## src/ppwd_pkg.sv

```systemverilog
`timescale 1ns / 1ps
// Package for the pulse pair width decoder: field widths, symbol constants
// and the result struct passed from the pairing logic to the top level.
// No dependencies.
package ppwd_pkg;

    localparam int TimeW    = 16;
    localparam int SymW     = 5;
    localparam int WordW    = 2 * SymW;

    // Symbol = floor(width / 15) - 15, valid while 0..31.
    // Lowest in-range width is 15 * 15, first too-long width is 47 * 15.
    localparam logic [TimeW-1:0] WidthLo = 16'd225;
    localparam logic [TimeW-1:0] WidthHi = 16'd705;

    // Offset width (0..479) times 2185 / 2^15 equals floor(offset / 15).
    localparam int OffW     = 9;
    localparam int RecipW   = 12;
    localparam int ProdW    = OffW + RecipW;
    localparam int RecipSh  = 15;
    localparam logic [RecipW-1:0] Recip15 = 12'd2185;

    localparam logic [SymW-1:0] SymMax = 5'd31;

    typedef struct packed {
        logic             valid;
        logic [WordW-1:0] word;
        logic             err;
    } t_result;

endpackage

```

## src/ppwd_symbol.sv

```systemverilog
`timescale 1ns / 1ps
// Width to symbol conversion: constant divide by 15, offset and saturate.
// Depends on ppwd_pkg.
module ppwd_symbol (
    input  logic [ppwd_pkg::TimeW-1:0] i_width,
    output logic [ppwd_pkg::SymW-1:0]  o_symbol,
    output logic                       o_err
);

    logic                        w_short;
    logic                        w_long;
    logic [ppwd_pkg::TimeW-1:0]  w_diff;
    logic [ppwd_pkg::OffW-1:0]   w_off;
    logic [ppwd_pkg::ProdW-1:0]  w_prod;

    assign w_short = i_width < ppwd_pkg::WidthLo;
    assign w_long  = i_width >= ppwd_pkg::WidthHi;
    assign w_diff  = i_width - ppwd_pkg::WidthLo;
    assign w_off   = w_diff[ppwd_pkg::OffW-1:0];
    // reciprocal multiply, exact for offsets below 480
    assign w_prod  = ppwd_pkg::ProdW'(w_off) * ppwd_pkg::ProdW'(ppwd_pkg::Recip15);

    always_comb begin
        if (w_short) begin
            o_symbol = '0;
        end else if (w_long) begin
            o_symbol = ppwd_pkg::SymMax;
        end else begin
            o_symbol = w_prod[ppwd_pkg::RecipSh +: ppwd_pkg::SymW];
        end
    end

    assign o_err = w_short | w_long;

endmodule

```

## src/ppwd_pair.sv

```systemverilog
`timescale 1ns / 1ps
// Edge and pair tracking: rise capture, width measure, first-symbol hold
// and word packing. Depends on ppwd_pkg and ppwd_symbol.
module ppwd_pair (
    input  logic                       i_clk,
    input  logic                       i_rst_n,
    input  logic                       i_adv,
    input  logic [ppwd_pkg::TimeW-1:0] i_edge_time,
    output ppwd_pkg::t_result          o_res
);

    logic                        r_awaiting_fall, n_awaiting_fall;
    logic                        r_on_second, n_on_second;
    logic [ppwd_pkg::TimeW-1:0]  r_rise_time, n_rise_time;
    logic [ppwd_pkg::SymW-1:0]   r_held_symbol, n_held_symbol;
    logic                        r_held_error, n_held_error;

    logic [ppwd_pkg::TimeW-1:0]  w_width;
    logic [ppwd_pkg::SymW-1:0]   w_sym;
    logic                        w_err;

    // modular difference handles a timer wrap between the edges
    assign w_width = i_edge_time - r_rise_time;

    ppwd_symbol u_symbol (
        .i_width  (w_width),
        .o_symbol (w_sym),
        .o_err    (w_err)
    );

    always_comb begin
        n_awaiting_fall = r_awaiting_fall;
        n_on_second     = r_on_second;
        n_rise_time     = r_rise_time;
        n_held_symbol   = r_held_symbol;
        n_held_error    = r_held_error;
        o_res.valid     = 1'b0;
        o_res.word      = {r_held_symbol, w_sym};
        o_res.err       = r_held_error | w_err;
        if (i_adv) begin
            n_awaiting_fall = ~r_awaiting_fall;
            if (!r_awaiting_fall) begin
                n_rise_time = i_edge_time;
            end else begin
                n_on_second = ~r_on_second;
                if (!r_on_second) begin
                    n_held_symbol = w_sym;
                    n_held_error  = w_err;
                end else begin
                    o_res.valid = 1'b1;
                end
            end
        end
    end

    always_ff @(posedge i_clk) begin
        if (!i_rst_n) begin
            r_awaiting_fall <= 1'b0;
            r_on_second     <= 1'b0;
            r_rise_time     <= '0;
            r_held_symbol   <= '0;
            r_held_error    <= 1'b0;
        end else begin
            r_awaiting_fall <= n_awaiting_fall;
            r_on_second     <= n_on_second;
            r_rise_time     <= n_rise_time;
            r_held_symbol   <= n_held_symbol;
            r_held_error    <= n_held_error;
        end
    end

`ifndef SYNTHESIS
    a_res_on_second_fall: assert property (@(posedge i_clk)
        o_res.valid |-> r_awaiting_fall && r_on_second)
        else $error("result outside second falling edge");

    a_edge_toggles: assert property (@(posedge i_clk) disable iff (!i_rst_n)
        i_adv |=> r_awaiting_fall != $past(r_awaiting_fall))
        else $error("edge phase did not toggle");

    a_reset_phase: assert property (@(posedge i_clk)
        !i_rst_n |=> !r_awaiting_fall && !r_on_second)
        else $error("phase not cleared by reset");
`endif

endmodule

```

## src/pulse_pair_width_decoder.sv

```systemverilog
`timescale 1ns / 1ps
// Pulse pair width decoder top level: input register stage, pairing logic,
// output register. Depends on ppwd_pkg and ppwd_pair.
//
// Path: the item of a pair's second falling edge is held in the input
//   register; its result is then registered in the output register.
// Throughput: one item per cycle while the output is not stalled; the output
//   register frees in the cycle its word is taken, so the stage ahead moves.
// Reset: synchronous active-low i_rst_n clears both valid flags and the
//   edge/pair phase; the next item is taken as a rising edge of a first pulse.
module pulse_pair_width_decoder (
    input  logic                       i_clk,
    input  logic                       i_rst_n,
    input  logic                       i_in_valid,
    output logic                       o_in_stall,
    input  logic [ppwd_pkg::TimeW-1:0] i_edge_time,
    output logic                       o_out_valid,
    input  logic                       i_out_stall,
    output logic [ppwd_pkg::WordW-1:0] o_decoded_word,
    output logic                       o_range_error
);

    // input register stage
    logic                        r_s1_valid, n_s1_valid;
    logic [ppwd_pkg::TimeW-1:0]  r_s1_time;

    // output register
    logic                        r_out_valid, n_out_valid;
    logic [ppwd_pkg::WordW-1:0]  r_out_word;
    logic                        r_out_err;

    logic                        w_out_free;
    logic                        w_s1_adv;
    logic                        w_accept;
    ppwd_pkg::t_result           w_res;

    // Output register can load when empty or when its item leaves this cycle.
    assign w_out_free = ~r_out_valid | ~i_out_stall;
    assign w_s1_adv   = r_s1_valid & w_out_free;
    // Hold the input side only while the stage is full and cannot advance.
    assign o_in_stall = r_s1_valid & ~w_out_free;
    assign w_accept   = i_in_valid & ~o_in_stall;

    always_comb begin
        n_s1_valid = r_s1_valid;
        if (w_accept) begin
            n_s1_valid = 1'b1;
        end else if (w_s1_adv) begin
            n_s1_valid = 1'b0;
        end
    end

    always_ff @(posedge i_clk) begin
        if (!i_rst_n) begin
            r_s1_valid <= 1'b0;
        end else begin
            r_s1_valid <= n_s1_valid;
        end
    end

    // capture payload on accept only
    always_ff @(posedge i_clk) begin
        if (w_accept) begin
            r_s1_time <= i_edge_time;
        end
    end

    ppwd_pair u_pair (
        .i_clk       (i_clk),
        .i_rst_n     (i_rst_n),
        .i_adv       (w_s1_adv),
        .i_edge_time (r_s1_time),
        .o_res       (w_res)
    );

    // Rising edges and first pulses give no result: the register then empties.
    always_comb begin
        n_out_valid = r_out_valid;
        if (w_out_free) begin
            n_out_valid = w_res.valid;
        end
    end

    always_ff @(posedge i_clk) begin
        if (!i_rst_n) begin
            r_out_valid <= 1'b0;
        end else begin
            r_out_valid <= n_out_valid;
        end
    end

    always_ff @(posedge i_clk) begin
        if (w_res.valid) begin
            r_out_word <= w_res.word;
            r_out_err  <= w_res.err;
        end
    end

    assign o_out_valid    = r_out_valid;
    assign o_decoded_word = r_out_word;
    assign o_range_error  = r_out_err;

`ifndef SYNTHESIS
    a_reset_empty: assert property (@(posedge i_clk)
        !i_rst_n |=> !o_out_valid && !o_in_stall)
        else $error("pipeline not empty after reset");

    a_no_overwrite: assert property (@(posedge i_clk) disable iff (!i_rst_n)
        w_res.valid |-> w_out_free)
        else $error("result produced while output register blocked");

    a_stall_only_full: assert property (@(posedge i_clk) disable iff (!i_rst_n)
        o_in_stall |-> r_s1_valid && r_out_valid)
        else $error("input stalled with free room downstream");
`endif

endmodule

```

## config.mk

```make
export PLATFORM = sky130hd
export DESIGN_NAME = pulse_pair_width_decoder
export DESIGN_NICKNAME = d
export VERILOG_FILES = /design/src/ppwd_pkg.sv /design/src/ppwd_symbol.sv /design/src/ppwd_pair.sv /design/src/pulse_pair_width_decoder.sv
export SDC_FILE = /design/constraint.sdc
export NUM_CORES = 1
export LEC_CHECK = 0
export BUFFER_PORTS_ARGS = -buffer_cell sky130_fd_sc_hd__buf_4
export CAP_MARGIN = 40
export CORE_ASPECT_RATIO = 0.7
export CORE_MARGIN = 5
export CORE_UTILIZATION = 40
export DETAILED_ROUTE_END_ITERATION = 16
export PLACE_DENSITY = 0.63
export SLEW_MARGIN = 5
export SYNTH_ARGS = -nofsm -noshare
export SYNTH_HDL_FRONTEND = slang
export SYNTH_HIERARCHICAL = 1
export SYNTH_SLANG_ARGS = --single-unit
```

## constraint.sdc

```tcl
create_clock -name i_clk -period 9.4 [get_ports i_clk]
set_input_delay 0 -clock i_clk [delete_from_list [all_inputs] [get_ports i_clk]]
set_output_delay 0 -clock i_clk [all_outputs]
set_load 0.03 [all_outputs]
```

==> results by group <==
Layout
  – Layout cell share with drive strength beyond 1: between 10% and 20%
  – Post-Layout Cell Count: 560
  – Area Overhead vs Synth: 18.2%
  – Fin nets: 507
  – Diode count: 0
  – Utilization after layout: 48.8%

Critical path
  – CP startpoint kind: flop
  – Crit Path Class: flop to flop
  – Top fanout value on the critical path: 4
  – R2R Setup Slk: 3320 ps
  – Worst reg2reg path endpoint: u_pair/r_held_symbol[4]
  – Worst r2r src: r_s1_time[0]
  – Worst Path Arrival: 6310 ps
  – Element type at the critical path end: flop
  – Critical path origin: r_s1_time[0]
  – Reg2Reg Depth: 22
  – Crit path required time: 9630 ps

Clock tree
  – TritonCTS clock tree: built
  – H-tree depth: 2
  – Worst-path clk slew: 70 ps
  – TritonCTS buffer count: 5
  – Post-CTS sizing: 0
  – CTS root buffer: clkbuf_16
  – # Post-CTS Setup Buffers: 0
  – Maximum buffer depth of the clock tree: 2
  – Clock latency on the worst-skew pair: around 290 ps
  – Clk sinks: 53
  – Post-CTS Hold Buffers: 18

Power and ir drop
  – Pwr Density: between 200 and 250 mW/mm2
  – VDD IR-drop max: 0.106 mV
  – Pleak: 1.81 nW
  – Tot Pwr: 1.03 mW

Route
  – DRT antenna net count: 0
  – DR DRC count: 0
  – DRT Pass-1 Iters: 5
  – Vias: ~2800
  – DR WL/cell: around 13 um
  – Vias per cell: 5.03
  – Initial DRC Count: 196
  – Detailed Route WL: 7.53 mm

Timing
  – Min Hold Slack: 65.5 ps
  – Worst clock skew: 3.45 ps
  – Final-report setup violation count: 0
  – Final min period: 6080 ps
  – Endpoints failing hold: 0
  – Tcrit/Tclk final: 64.7%
  – F_max: 164 MHz
  – Slew Limit Fails: 0
  – Max-slew headroom: 41.2%
  – Worst-Margin Slew: 859 ps
  – Setup TNS: 0 ps
  – RSZ-0062 raised after global routing: no

Global route
  – Grt total ovfl: 0
  – First-pass GRT wire length: 12.9 mm
  – Vias in the first global route: 2702
  – Largest net degree at the start of global routing: 27
  – Initial antenna violation count: 0
  – GRT Overall Usage: 13.5%

Synth
  – Post-synthesis cell count: 386
  – Yosys top cell area share: 21.5%
  – Top FF cell, synth: edfxtp_1
  – Synth Net Count: ~460
  – Post-synth top area cell: edfxtp_1
  – Asr flop ratio synth: 0%
  – Number of flops mapped to enable cells by yosys: 27
  – Yosys cell types: 57
  – YS warnings: 6
  – Syn Area/Cell: 9.75 um2
  – Seq/Total Area, Yosys: a little over a third
  – Cell area after synthesis: 0.00376 mm2
  – Largest cells by area after synthesis: edfxtp_1 (22%), ha_1 (15%), dfxtp_1 (14%)
  – Post-synthesis sequential element count: 53

Hold path
  – Hold Crit Depth: 2
  – Hold Startpoint: i_rst_n
  – Hold Path Sink: r_s1_valid
  – HP Class: input port to flop

Die
  – Rows: 29
  – I/O pin cnt: 33
  – DIE AREA: 0.0115 mm2
  – Chip height: slightly above 90 um
  – Die X: 126 um
  – CORE AREA: 0.00911 mm2
  – Initial core utilization: about two fifths

Placed design
  – GP Congestion: 0.857
  – Post-DP HPWL: 5.93 mm
  – Placed instance count: 534
  – PortBufs: 32

Job
  – Max_cap viols: 0

Outcome
  – Status: complete, no violations
where the power goes:
group	internal, mW	switching (mW)
clock	0.0994	0.0801
sequential	0.254	0.00599
combinational	0.249	0.339
state kept, by name, indices dropped and copies added, names as in the netlist, 5 cells and up:
register              cells
r_s1_time                16
u_pair/r_held_symbol      5
o_decoded_word           10
u_pair/r_rise_time       16
stage by stage:
step / area, um2 / setup WS [ps]
4_1_cts: 4450 / 3440
3_5_place_dp: 4120 / 3480
5_1_grt: 4450 / 2990
2_1_floorplan: 3760 / 4100
3_3_place_gp: 4110 / 3660
6_report: 4450 / 3320
layout make-up:
| cell class | instances | area [um2] |
|---|---|---|
| Clock buffer | 6 | 129 |
| Clock inverter | 2 | 13.8 |
| Fill cell | 853 | 4660 |
| Inverter | 32 | 120 |
| Multi-Input combinational cell | 290 | 2260 |
| Sequential cell | 53 | 1330 |
| Tap cell | 124 | 155 |
| Timing Repair Buffer | 53 | 440 |
how the worst max path moves through the flow:
| stage | end | depth (start not counted) | slack, ps |
|---|---|---|---|
| after CTS | u_pair/r_held_symbol[4] | 22 | 3440 |
| after detailed placement | u_pair/r_held_symbol[4] | 22 | 3480 |
| final | u_pair/r_held_symbol[4] | 22 | 3320 |
| after global placement | u_pair/r_held_symbol[4] | 24 | 3660 |
| after floorplan | u_pair/r_held_symbol[4] | 24 | 4100 |
| after global routing | u_pair/r_held_symbol[4] | 22 | 2990 |
layout by cell type, fill, tap and decap left out, drive strengths merged, types with 8 or more instances in the layout:
master        n
nand2        58
ha           46
buf          35
inv          33
edfxtp       27
dfxtp        26
a21oi        26
a21boi       21
dlygate4sd3  18
xnor2        15
nor2         14
nand2b       10
nor2b         9
o21ai         9
a21o          8
routing by layer:
metal | wire (um) | share of wire, % | vias up | track usage, %
met5 | 0 | 0 | - | 0
met4 | 72 | 0.96 | 0 | 4.20
met3 | 414 | 5.5 | 5 | 2.76
met2 | 2920 | 39 | 67 | 18.5
met1 | 4130 | 55 | 1286 | 20.9
li1 | - | - | 1458 | -
cell usage after synthesis (3+ instances only):
library cell	instances
nor2_1	14
dfxtp_1	26
fa_1	6
nand4_1	3
and3_1	3
mux2i_1	7
nand2b_1	10
o31ai_1	4
ha_1	46
edfxtp_1	27
xnor2_1	15
o211ai_1	3
o21ai_0	9
buf_2	4
nand3_1	4
nor2b_1	9
a21o_1	6
a21boi_0	20
xor2_1	5
clkbuf_1	5
a21oi_1	25
inv_1	32
or2_2	3
nand2_1	58
kinds of logic (layout without fill, tap and decap cells):
logic type	count (synthesis)	in the layout	synth area share, %
DFF	53	53	35.4
muxes	7	7	1.86
xor gates and xnor gates	21	21	5.39
buffers and inverters	43	93	4.65
adders and majority gates	53	53	18.8
and+or+nand+nor	118	118	15.4
AOI/OAI and AO/OA	91	91	18.5
worst max-delay path: stages (launching register included):
cell and delay, ps:
edfxtp_1 340, inv_1 40, ha_1 210, fa_1 390, nand2b_1 180, nand2b_1 80, a21oi_1 70, xnor2_1 210
or4b_4 590, and4_1 240, xnor2_1 330, ha_1 240, fa_1 410, ha_1 310, ha_1 300, nand4_1 140
a2111oi_4 380, o21ai_0 190, a2111oi_0 780, or4b_1 210, and3_1 170, mux2i_1 80, nor2b_1 110
No activity file was read; power rests on OpenSTA's default activity.
